==> src/design/kpht_pkg.sv <==
`default_nettype none
package kpht_pkg;

	localparam int NUM_KEYS = 8;
	localparam int KEY_AW = (NUM_KEYS > 1) ? $clog2(NUM_KEYS) : 1;
	localparam int CFG_AW = 4;

	localparam logic REQ_SCAN = 1'b0;
	localparam logic REQ_QUERY = 1'b1;

	localparam logic [CFG_AW-3:0] REG_PRESS_THR = 2'd0;
	localparam logic [CFG_AW-3:0] REG_RELEASE_THR = 2'd1;
	localparam logic [CFG_AW-3:0] REG_HOLD_PERIOD = 2'd2;

	typedef logic [KEY_AW-1:0] key_addr_t;

	typedef enum logic [2:0] {
		PH_IDLE = 3'd0,
		PH_PRESSED = 3'd1,
		PH_DUE = 3'd2,
		PH_HOLDING = 3'd3,
		PH_RELEASED = 3'd4
	} phase_t;

	typedef struct packed {
		phase_t phase;
		logic [31:0] start;
	} entry_t;

	typedef struct packed {
		logic [7:0] press_thr;
		logic [7:0] release_thr;
		logic [31:0] hold_period;
	} cfg_t;

	// scan: move one key from its debounce count and the current time
	function automatic entry_t scan_next(entry_t cur, logic [7:0] count, logic [31:0] now,
			cfg_t cfg);
		entry_t nx;
		logic [31:0] elapsed;
		nx = cur;
		elapsed = now - cur.start;
		unique case (cur.phase)
			PH_PRESSED, PH_HOLDING: begin
				if (count < cfg.release_thr) begin
					nx.phase = PH_RELEASED;
				end else if (elapsed >= cfg.hold_period) begin
					nx.phase = PH_DUE;
				end
			end
			PH_DUE: begin
				if (count < cfg.release_thr) begin
					nx.phase = PH_RELEASED;
				end
			end
			PH_RELEASED: begin
				nx.phase = PH_IDLE;
			end
			default: begin
				nx.phase = PH_IDLE;
				if (count > cfg.press_thr) begin
					nx.phase = PH_PRESSED;
					nx.start = now;
				end
			end
		endcase
		return nx;
	endfunction

	// query: consume the reported phase, restart the timer on a due hold
	function automatic entry_t query_next(entry_t cur, logic [31:0] now);
		entry_t nx;
		nx = cur;
		unique case (cur.phase)
			PH_PRESSED, PH_HOLDING: begin
				nx.phase = PH_HOLDING;
			end
			PH_DUE: begin
				nx.phase = PH_HOLDING;
				nx.start = now;
			end
			default: begin
				nx.phase = PH_IDLE;
			end
		endcase
		return nx;
	endfunction

	function automatic phase_t report_of(entry_t cur);
		phase_t r;
		unique case (cur.phase)
			PH_IDLE, PH_PRESSED, PH_DUE, PH_HOLDING, PH_RELEASED: r = cur.phase;
			default: r = PH_IDLE;
		endcase
		return r;
	endfunction

endpackage
`default_nettype wire

==> src/design/kpht_req_if.sv <==
`default_nettype none
interface kpht_req_if;
	logic valid;
	logic ready;
	logic req_type;
	logic [2:0] key_index;
	logic [7:0] press_count;
	logic [31:0] now_time;

	modport source (output valid, req_type, key_index, press_count, now_time, input ready);
	modport sink (input valid, req_type, key_index, press_count, now_time, output ready);
endinterface
`default_nettype wire

==> src/design/kpht_rsp_if.sv <==
`default_nettype none
interface kpht_rsp_if;
	logic valid;
	logic ready;
	logic [2:0] key_state;
	logic [2:0] result_key;

	modport source (output valid, key_state, result_key, input ready);
	modport sink (input valid, key_state, result_key, output ready);
endinterface
`default_nettype wire

==> src/design/kpht_cfg.sv <==
`default_nettype none
module kpht_cfg (
	input wire logic clk,
	input wire logic arst_n,
	input wire logic psel,
	input wire logic penable,
	input wire logic pwrite,
	input wire logic [kpht_pkg::CFG_AW-1:0] paddr,
	input wire logic [31:0] pwdata,
	output logic [31:0] prdata,
	output logic pready,
	output kpht_pkg::cfg_t cfg
);
	kpht_pkg::cfg_t cfg_q;
	logic [kpht_pkg::CFG_AW-3:0] reg_idx;
	logic wr;

	assign reg_idx = paddr[kpht_pkg::CFG_AW-1:2];
	assign pready = 1'b1;
	assign wr = psel && penable && pwrite && pready;
	assign cfg = cfg_q;

	always_ff @(posedge clk or negedge arst_n) begin
		if (!arst_n) begin
			cfg_q.press_thr <= 8'd200;
			cfg_q.release_thr <= 8'd50;
			cfg_q.hold_period <= 32'd1000;
		end else if (wr) begin
			unique case (reg_idx)
				kpht_pkg::REG_PRESS_THR: cfg_q.press_thr <= pwdata[7:0];
				kpht_pkg::REG_RELEASE_THR: cfg_q.release_thr <= pwdata[7:0];
				kpht_pkg::REG_HOLD_PERIOD: cfg_q.hold_period <= pwdata;
				default: ;
			endcase
		end
	end

	always_comb begin
		unique case (reg_idx)
			kpht_pkg::REG_PRESS_THR: prdata = {24'd0, cfg_q.press_thr};
			kpht_pkg::REG_RELEASE_THR: prdata = {24'd0, cfg_q.release_thr};
			kpht_pkg::REG_HOLD_PERIOD: prdata = cfg_q.hold_period;
			default: prdata = 32'd0;
		endcase
	end
endmodule
`default_nettype wire

==> src/design/kpht_store.sv <==
`default_nettype none
module kpht_store (
	input wire logic clk,
	input wire logic arst_n,
	input wire logic rd_en,
	input wire kpht_pkg::key_addr_t rd_addr,
	output kpht_pkg::entry_t rd_data,
	input wire logic wr_en,
	input wire kpht_pkg::key_addr_t wr_addr,
	input wire kpht_pkg::entry_t wr_data
);
	kpht_pkg::entry_t mem [kpht_pkg::NUM_KEYS];
	kpht_pkg::entry_t mem_rd_q;
	logic [kpht_pkg::NUM_KEYS-1:0] valid_q;
	logic rd_valid_q;
	kpht_pkg::key_addr_t rd_addr_q;
	logic lw_valid_q;
	kpht_pkg::key_addr_t lw_addr_q;
	kpht_pkg::entry_t lw_data_q;

	always_ff @(posedge clk) begin
		if (wr_en) begin
			mem[wr_addr] <= wr_data;
		end
		if (rd_en) begin
			mem_rd_q <= mem[rd_addr];
		end
		if (wr_en) begin
			lw_addr_q <= wr_addr;
			lw_data_q <= wr_data;
		end
	end

	always_ff @(posedge clk or negedge arst_n) begin
		if (!arst_n) begin
			valid_q <= '0;
			rd_valid_q <= 1'b0;
			rd_addr_q <= '0;
			lw_valid_q <= 1'b0;
		end else begin
			if (wr_en) begin
				valid_q[wr_addr] <= 1'b1;
				lw_valid_q <= 1'b1;
			end
			if (rd_en) begin
				rd_valid_q <= valid_q[rd_addr];
				rd_addr_q <= rd_addr;
			end
		end
	end

	// the last write always matches memory contents, so forward it on an address hit
	always_comb begin
		if (lw_valid_q && lw_addr_q == rd_addr_q) begin
			rd_data = lw_data_q;
		end else if (rd_valid_q) begin
			rd_data = mem_rd_q;
		end else begin
			rd_data = '{phase: kpht_pkg::PH_IDLE, start: 32'd0};
		end
	end
endmodule
`default_nettype wire

==> src/design/key_press_hold_tracker.sv <==
`default_nettype none
// Press / hold / release tracker for NUM_KEYS keys. Each word on req is a scan
// (req_type 0: move the key from its debounce count and the time) or a query
// (req_type 1: report the key's phase and consume it); only queries give a word
// on rsp. One word is taken per cycle, back to back, unless a query waits on a
// full output register; a query's result goes from stage 1 into that register.
// The rate is set by a single read-modify-write of the key entry store (one read
// port, one write port, registered read), with the last write forwarded so
// back-to-back words on the same key see fresh state. Entries read as idle with a
// zero timer until first written; no clearing pass runs after reset. Thresholds
// and the hold period sit on an APB port at byte addresses 0, 4 and 8; write them
// only while the block is idle.
module key_press_hold_tracker (
	input wire logic clk,
	input wire logic arst_n,
	kpht_req_if.sink req,
	kpht_rsp_if.source rsp,
	input wire logic psel,
	input wire logic penable,
	input wire logic pwrite,
	input wire logic [kpht_pkg::CFG_AW-1:0] paddr,
	input wire logic [31:0] pwdata,
	output logic [31:0] prdata,
	output logic pready
);
	kpht_pkg::cfg_t cfg;

	// stage 1: entry read is in flight, then update and write back
	logic valid_s1;
	logic req_type_s1;
	logic [2:0] key_index_s1;
	logic [7:0] press_count_s1;
	logic [31:0] now_time_s1;
	logic in_range_s1;

	logic out_valid_q;
	logic [2:0] key_state_q;
	logic [2:0] result_key_q;

	logic stall;
	logic advance;
	logic accept;
	logic in_range;
	kpht_pkg::entry_t cur;
	kpht_pkg::entry_t nxt;
	logic wr_en;

	kpht_cfg u_cfg (
		.clk (clk),
		.arst_n (arst_n),
		.psel (psel),
		.penable (penable),
		.pwrite (pwrite),
		.paddr (paddr),
		.pwdata (pwdata),
		.prdata (prdata),
		.pready (pready),
		.cfg (cfg)
	);

	kpht_store u_store (
		.clk (clk),
		.arst_n (arst_n),
		.rd_en (accept),
		.rd_addr (kpht_pkg::KEY_AW'(req.key_index)),
		.rd_data (cur),
		.wr_en (wr_en),
		.wr_addr (kpht_pkg::KEY_AW'(key_index_s1)),
		.wr_data (nxt)
	);

	// hold stage 1 only when a query has nowhere to put its result
	assign stall = valid_s1 && req_type_s1 == kpht_pkg::REQ_QUERY && out_valid_q && !rsp.ready;
	assign advance = valid_s1 && !stall;
	assign req.ready = !stall;
	assign accept = req.valid && req.ready;
	assign in_range = int'(req.key_index) < kpht_pkg::NUM_KEYS;

	always_comb begin
		if (req_type_s1 == kpht_pkg::REQ_QUERY) begin
			nxt = kpht_pkg::query_next(cur, now_time_s1);
		end else begin
			nxt = kpht_pkg::scan_next(cur, press_count_s1, now_time_s1, cfg);
		end
	end

	// drop writes for keys beyond the table; they have no entry
	assign wr_en = advance && in_range_s1;

	always_ff @(posedge clk or negedge arst_n) begin
		if (!arst_n) begin
			valid_s1 <= 1'b0;
		end else if (!stall) begin
			valid_s1 <= accept;
		end
	end

	always_ff @(posedge clk) begin
		if (accept) begin
			req_type_s1 <= req.req_type;
			key_index_s1 <= req.key_index;
			press_count_s1 <= req.press_count;
			now_time_s1 <= req.now_time;
			in_range_s1 <= in_range;
		end
	end

	always_ff @(posedge clk or negedge arst_n) begin
		if (!arst_n) begin
			out_valid_q <= 1'b0;
		end else if (advance && req_type_s1 == kpht_pkg::REQ_QUERY) begin
			out_valid_q <= 1'b1;
		end else if (rsp.ready) begin
			out_valid_q <= 1'b0;
		end
	end

	// a key beyond the table reports idle under its own index
	always_ff @(posedge clk) begin
		if (advance && req_type_s1 == kpht_pkg::REQ_QUERY) begin
			key_state_q <= in_range_s1 ? 3'(kpht_pkg::report_of(cur)) : 3'(kpht_pkg::PH_IDLE);
			result_key_q <= key_index_s1;
		end
	end

	assign rsp.valid = out_valid_q;
	assign rsp.key_state = key_state_q;
	assign rsp.result_key = result_key_q;

	a_query_gives_word: assert property (@(posedge clk) disable iff (!arst_n)
		advance && req_type_s1 == kpht_pkg::REQ_QUERY |=> out_valid_q)
		else $error("query left stage 1 without a result word");

	a_word_from_query: assert property (@(posedge clk) disable iff (!arst_n)
		$rose(out_valid_q) |-> $past(valid_s1 && req_type_s1 == kpht_pkg::REQ_QUERY))
		else $error("result word without a query");

	a_write_in_range: assert property (@(posedge clk) disable iff (!arst_n)
		wr_en |-> int'(key_index_s1) < kpht_pkg::NUM_KEYS)
		else $error("entry write beyond the key table");

	a_state_code: assert property (@(posedge clk) disable iff (!arst_n)
		out_valid_q |-> key_state_q <= 3'(kpht_pkg::PH_RELEASED))
		else $error("reported key state out of range");

	a_stall_holds_s1: assert property (@(posedge clk) disable iff (!arst_n)
		stall |=> valid_s1 && $stable(key_index_s1) && $stable(req_type_s1))
		else $error("stage 1 word changed while stalled");
endmodule
`default_nettype wire

==> src/flat_wrapper.sv <==
// flat-port wrapper written by rule: the top's interface ports become plain ports
module key_press_hold_tracker_flat 
  (clk, arst_n, psel, penable, pwrite, paddr, pwdata, prdata, pready, req_valid, req_req_type, req_key_index, req_press_count, req_now_time, req_ready, rsp_valid, rsp_key_state, rsp_result_key, rsp_ready);
  kpht_req_if req_i ();
  kpht_rsp_if rsp_i ();
  input wire logic clk;
  input wire logic arst_n;
  input wire logic psel;
  input wire logic penable;
  input wire logic pwrite;
  input wire logic [kpht_pkg::CFG_AW-1:0] paddr;
  input wire logic [31:0] pwdata;
  output logic [31:0] prdata;
  output logic pready;
  input wire logic [$bits(req_i.valid)-1:0] req_valid;
  input wire logic [$bits(req_i.req_type)-1:0] req_req_type;
  input wire logic [$bits(req_i.key_index)-1:0] req_key_index;
  input wire logic [$bits(req_i.press_count)-1:0] req_press_count;
  input wire logic [$bits(req_i.now_time)-1:0] req_now_time;
  output wire logic [$bits(req_i.ready)-1:0] req_ready;
  output wire logic [$bits(rsp_i.valid)-1:0] rsp_valid;
  output wire logic [$bits(rsp_i.key_state)-1:0] rsp_key_state;
  output wire logic [$bits(rsp_i.result_key)-1:0] rsp_result_key;
  input wire logic [$bits(rsp_i.ready)-1:0] rsp_ready;
  assign req_i.valid = req_valid;
  assign req_i.req_type = req_req_type;
  assign req_i.key_index = req_key_index;
  assign req_i.press_count = req_press_count;
  assign req_i.now_time = req_now_time;
  assign req_ready = req_i.ready;
  assign rsp_valid = rsp_i.valid;
  assign rsp_key_state = rsp_i.key_state;
  assign rsp_result_key = rsp_i.result_key;
  assign rsp_i.ready = rsp_ready;
  key_press_hold_tracker u_core (.clk(clk), .arst_n(arst_n), .req(req_i), .rsp(rsp_i), .psel(psel), .penable(penable), .pwrite(pwrite), .paddr(paddr), .pwdata(pwdata), .prdata(prdata), .pready(pready));
endmodule
==> config.mk <==
export PLATFORM = sky130hd
export DESIGN_NAME = key_press_hold_tracker_flat
export DESIGN_NICKNAME = d
export VERILOG_FILES = /design/src/design/kpht_pkg.sv /design/src/design/kpht_req_if.sv /design/src/design/kpht_rsp_if.sv /design/src/design/kpht_cfg.sv /design/src/design/kpht_store.sv /design/src/design/key_press_hold_tracker.sv /design/src/flat_wrapper.sv
export SDC_FILE = /design/constraint.sdc
export NUM_CORES = 1
export LEC_CHECK = 0
export ABC_AREA = 1
export BUFFER_PORTS_ARGS = -buffer_cell sky130_fd_sc_hd__buf_2
export CAP_MARGIN = 20
export CORE_ASPECT_RATIO = 2
export CORE_MARGIN = 2
export CORE_UTILIZATION = 55
export DETAILED_ROUTE_END_ITERATION = 8
export PLACE_DENSITY_LB_ADDON = 0.12
export RECOVER_POWER = 100
export SETUP_SLACK_MARGIN = 0.02
export SLEW_MARGIN = 20
export SYNTH_ARGS = -nofsm -noshare
export SYNTH_HDL_FRONTEND = slang
export SYNTH_SLANG_ARGS = --single-unit
==> constraint.sdc <==
create_clock -name clk -period 11.57 [get_ports clk]
set_input_delay 0.5785 -clock clk [delete_from_list [all_inputs] [get_ports clk]]
set_output_delay 0.5785 -clock clk [all_outputs]
set_load 0.01 [all_outputs]
==> results.cfg <==
[status]
outcome = finished with violations
violations = max-capacitance violations, max-slew violations

[pwr]
vdd_drop_max_uv = 137
power_mw = 4.45
p_comb_share_pct = 23.0
p_per_area_mw_per_mm2 = 184
seqPwrFrac_pct = 48.1
p_switching_mw = 1.36
pwr-share-clk_pct = 28.9
leakage_nw = 9.29
intPower_mw = 3.09
sw_frac_of_total_pct = 30.5

[drt]
wl_per_cell_um = 18.8
viasPerCell = 5.63
drc = 0
drtPass1Iterations = 6
final_antenna_net_count = 0
drtIter0Drc = 1107
vias = 15835
wirelength_um = 52900

[global_routing]
grt_util_all_layers_pct = 25.3
grt_first_pass_wirelength_um = 82800
antenna_found_initial = 0
grt_overflow = 0
grt_pass1_vias = 15787
grt_max_degree = 108

[cts]
cts_tree = done
clk_pin_slew_ns = 0.06
cts_resized = 0
cts-buffers-inserted = 40
htreeDepth = 2
cts.sink_count = 466
cts_root_buffer = clkbuf_16
max-clock-path-buffers = 3
insertion_delay_ns = 0.56
hold_buffers = 0
post-cts-setup-buffer-count = 0

[die]
die_h_um = 287
rows = 103
coreArea_sq_mm = 0.0394
dieArea_sq_mm = 0.0417
die_x_um = 145
io_pins = 128
initial_core_util_pct = 55.7

[layout]
final_area_sq_mm = 0.0242
num_antenna_cells = 0
synthToLayoutAreaGrowth_pct = 9.93
final_layout_size_suffix_gt1_share_pct = 8.69
nNetsFinal = 2421
fillers = 3310

[place]
numPortBuffers = 124
gp_congestion = 0.888
hpwl_um = 35000
pre_cts_slack_ns = 5.11
placed_area_sq_mm = 0.0231

[worst_setup_path]
crit_type = reg2reg
critPathRequiredTime_ns = 11.83
critPathMaxFanout = 56
end_kind = register
worst_setup_path_start_kind = register
cp.arrival_ns = 8.03

[sta]
slew-limit-headroom_pct = -192
finClkSkew_ns = 0.0156
final.min_clock_period_ns = 7.76
period_share_pct = 67.1
fin_ws_ns = 3.81
setup-tns-final_ns = 0
rsz0062_at_grt = no
tightest_slew_ns = 4.37
finalHoldViolations = 0
setup_viol = 0
clock.fmax_mhz = 129
maxSlewViolCount = 829

[yosys]
yosysSeqAreaShare_pct = 62.3
ys_types = 46
synth_edf_count = 403
async_reset_ff_share_pct = 13.5
ys_warn_count = 0
syn_nets = 2327
syn_area_per_cell_sq_um = 10.1
syn_area_sq_mm = 0.0220
synth-seq-cells = 466
netlist_instances = 2167
yosys_most_used_dff = edfxtp_1

[job]
cap_viol_max_count = 17

[hold_path]
holdCritPathClass = in2reg
path summary, 6_finish.rpt:
check | from | depth (start not counted) | to | slack [ns]
min reg2reg | u_core.u_store.valid_q[5] | 2 | u_core.u_store.valid_q[5] | 0.47
max reg2reg | u_core.u_store.rd_addr_q[1] | 24 | u_core.u_store.lw_data_q[33] | 3.81
max in group asynchronous | arst_n | 2 | u_core.u_cfg.cfg[31] | 8.27
min | req_now_time[22] | 1 | u_core.now_time_s1[22] | 0.19
min in group asynchronous | arst_n | 2 | u_core.u_cfg.cfg[35] | 1.32
max | u_core.u_store.rd_addr_q[1] | 24 | u_core.u_store.lw_data_q[33] | 3.81
power groups by stage:
stage	Sequential, mW	Clock [mW]	Combinational [mW]
floorplan	2.15	0	0.732
global placement	2.16	0	0.992
detailed placement	2.17	0	1.03
CTS	2.13	1.31	1.04
global route	2.15	1.38	1.16
finish	2.14	1.28	1.02
cells in the final DEF (no fill, tap or decap), types with 13 or more instances in the layout:
cell       count
o21ai_1       18
edfxtp_1     403
buf_2         78
inv_1        198
nand2_2       20
a31oi_1       35
nand3_1       76
nor3_1        13
nand2_1      287
nor2_1       350
o21ai_0      305
clkbuf_16     40
xor2_1        14
o22ai_1       37
ha_1          73
clkbuf_1      75
a21oi_1      105
dfrtp_1       51
flip-flops by register name, summed over array words and instances (netlist names), 3 cells and up:
signal	flops
u_core.u_store.lw_data_q	35
u_core.press_count_s1	8
u_core.u_store.mem_rd_q	35
u_core.key_index_s1	3
u_core.rsp.key_state	3
u_core.u_store.rd_addr_q	3
u_core.u_store.mem	280
u_core.u_cfg.cfg	48
u_core.now_time_s1	32
u_core.u_store.valid_q	8
u_core.rsp.result_key	3
u_core.u_store.lw_addr_q	3
worst max-delay path, cell delays in order (launching register included):
cell and delay (ns):
dfrtp_1 0.35, inv_1 0.06, nand2_1 0.06, nand2_1 0.05, nor2_1 0.64, nand2_1 0.46
clkbuf_1 0.87, o21ai_0 0.54, inv_1 0.11, ha_1 0.35, a21oi_1 0.22, o21ai_0 0.21
a21oi_1 0.28, nor2_1 0.08, a211oi_1 0.48, nand2_1 0.11, nand2_1 0.07, nand2_1 0.05
ha_1 0.29, nand4_1 0.17, nor4_1 0.93, nand4_1 0.16, nand3_1 0.27, nor3_1 0.07
nor2_1 0.56
synth_stat cells (9+ instances only):
| cell type | instances | share of area, % |
|---|---|---|
| a21oi_1 | 105 | 2.4 |
| or2_2 | 9 | 0.26 |
| edfxtp_1 | 403 | 55 |
| xor2_1 | 14 | 0.56 |
| nand3_1 | 76 | 1.7 |
| inv_1 | 198 | 3.4 |
| nor3_1 | 13 | 0.30 |
| a31oi_1 | 35 | 1.0 |
| nand2_1 | 286 | 4.9 |
| o221ai_1 | 9 | 0.36 |
| o22ai_1 | 37 | 1.1 |
| nor2_1 | 356 | 6.1 |
| dfrtp_1 | 51 | 5.8 |
| ha_1 | 73 | 4.2 |
| dfstp_2 | 12 | 1.4 |
| nand2_2 | 21 | 0.60 |
| clkbuf_1 | 73 | 1.2 |
| o21ai_0 | 281 | 6.4 |
| o21ai_1 | 42 | 0.96 |
logic make-up (layout without fill, tap and decap cells):
kind of cell	after synthesis	in the layout	share of synthesized area, %
AOI/OAI and AO/OA	528	528	12.9
xor gates and xnor gates	15	15	0.598
adders and majority gates	73	73	4.16
buffers and inverters	299	421	5.39
DFF	466	466	62.3
other	1	1	0.0171
and+or+nand+nor	785	785	14.6
layer usage:
layer	vias to the layer above	GRT usage, %	share of wire (%)
met4	0	12.5	4.4
met5	-	0	0
li1	7679	-	-
met3	134	2.80	5.4
met2	514	46.8	52
met1	7508	29.1	38
layout make-up:
| type | count | area, sq um | area share, % |
|---|---|---|---|
| flip-flops and latches | 466 | 13700 | 56.7 |
| multi-input cells | 1402 | 7150 | 29.6 |
| clock buffers | 50 | 1040 | 4.30 |
| inverters | 202 | 759 | 3.14 |
| repair buffers | 149 | 679 | 2.81 |
| well taps | 525 | 657 | 2.72 |
| clock inverters | 20 | 184 | 0.761 |
per-stage QoR:
step                      hold slack (ns)  std cells  utilization, %
after global placement              0.446       2742            58.5
after detailed placement            0.454       2742            58.5
after CTS                           0.171       2812            61.6
after global routing                0.173       2814            61.3
after floorplan                     0.283       2167               -
final                               0.195       2814            61.3
Power figures use the tool's default switching activity.
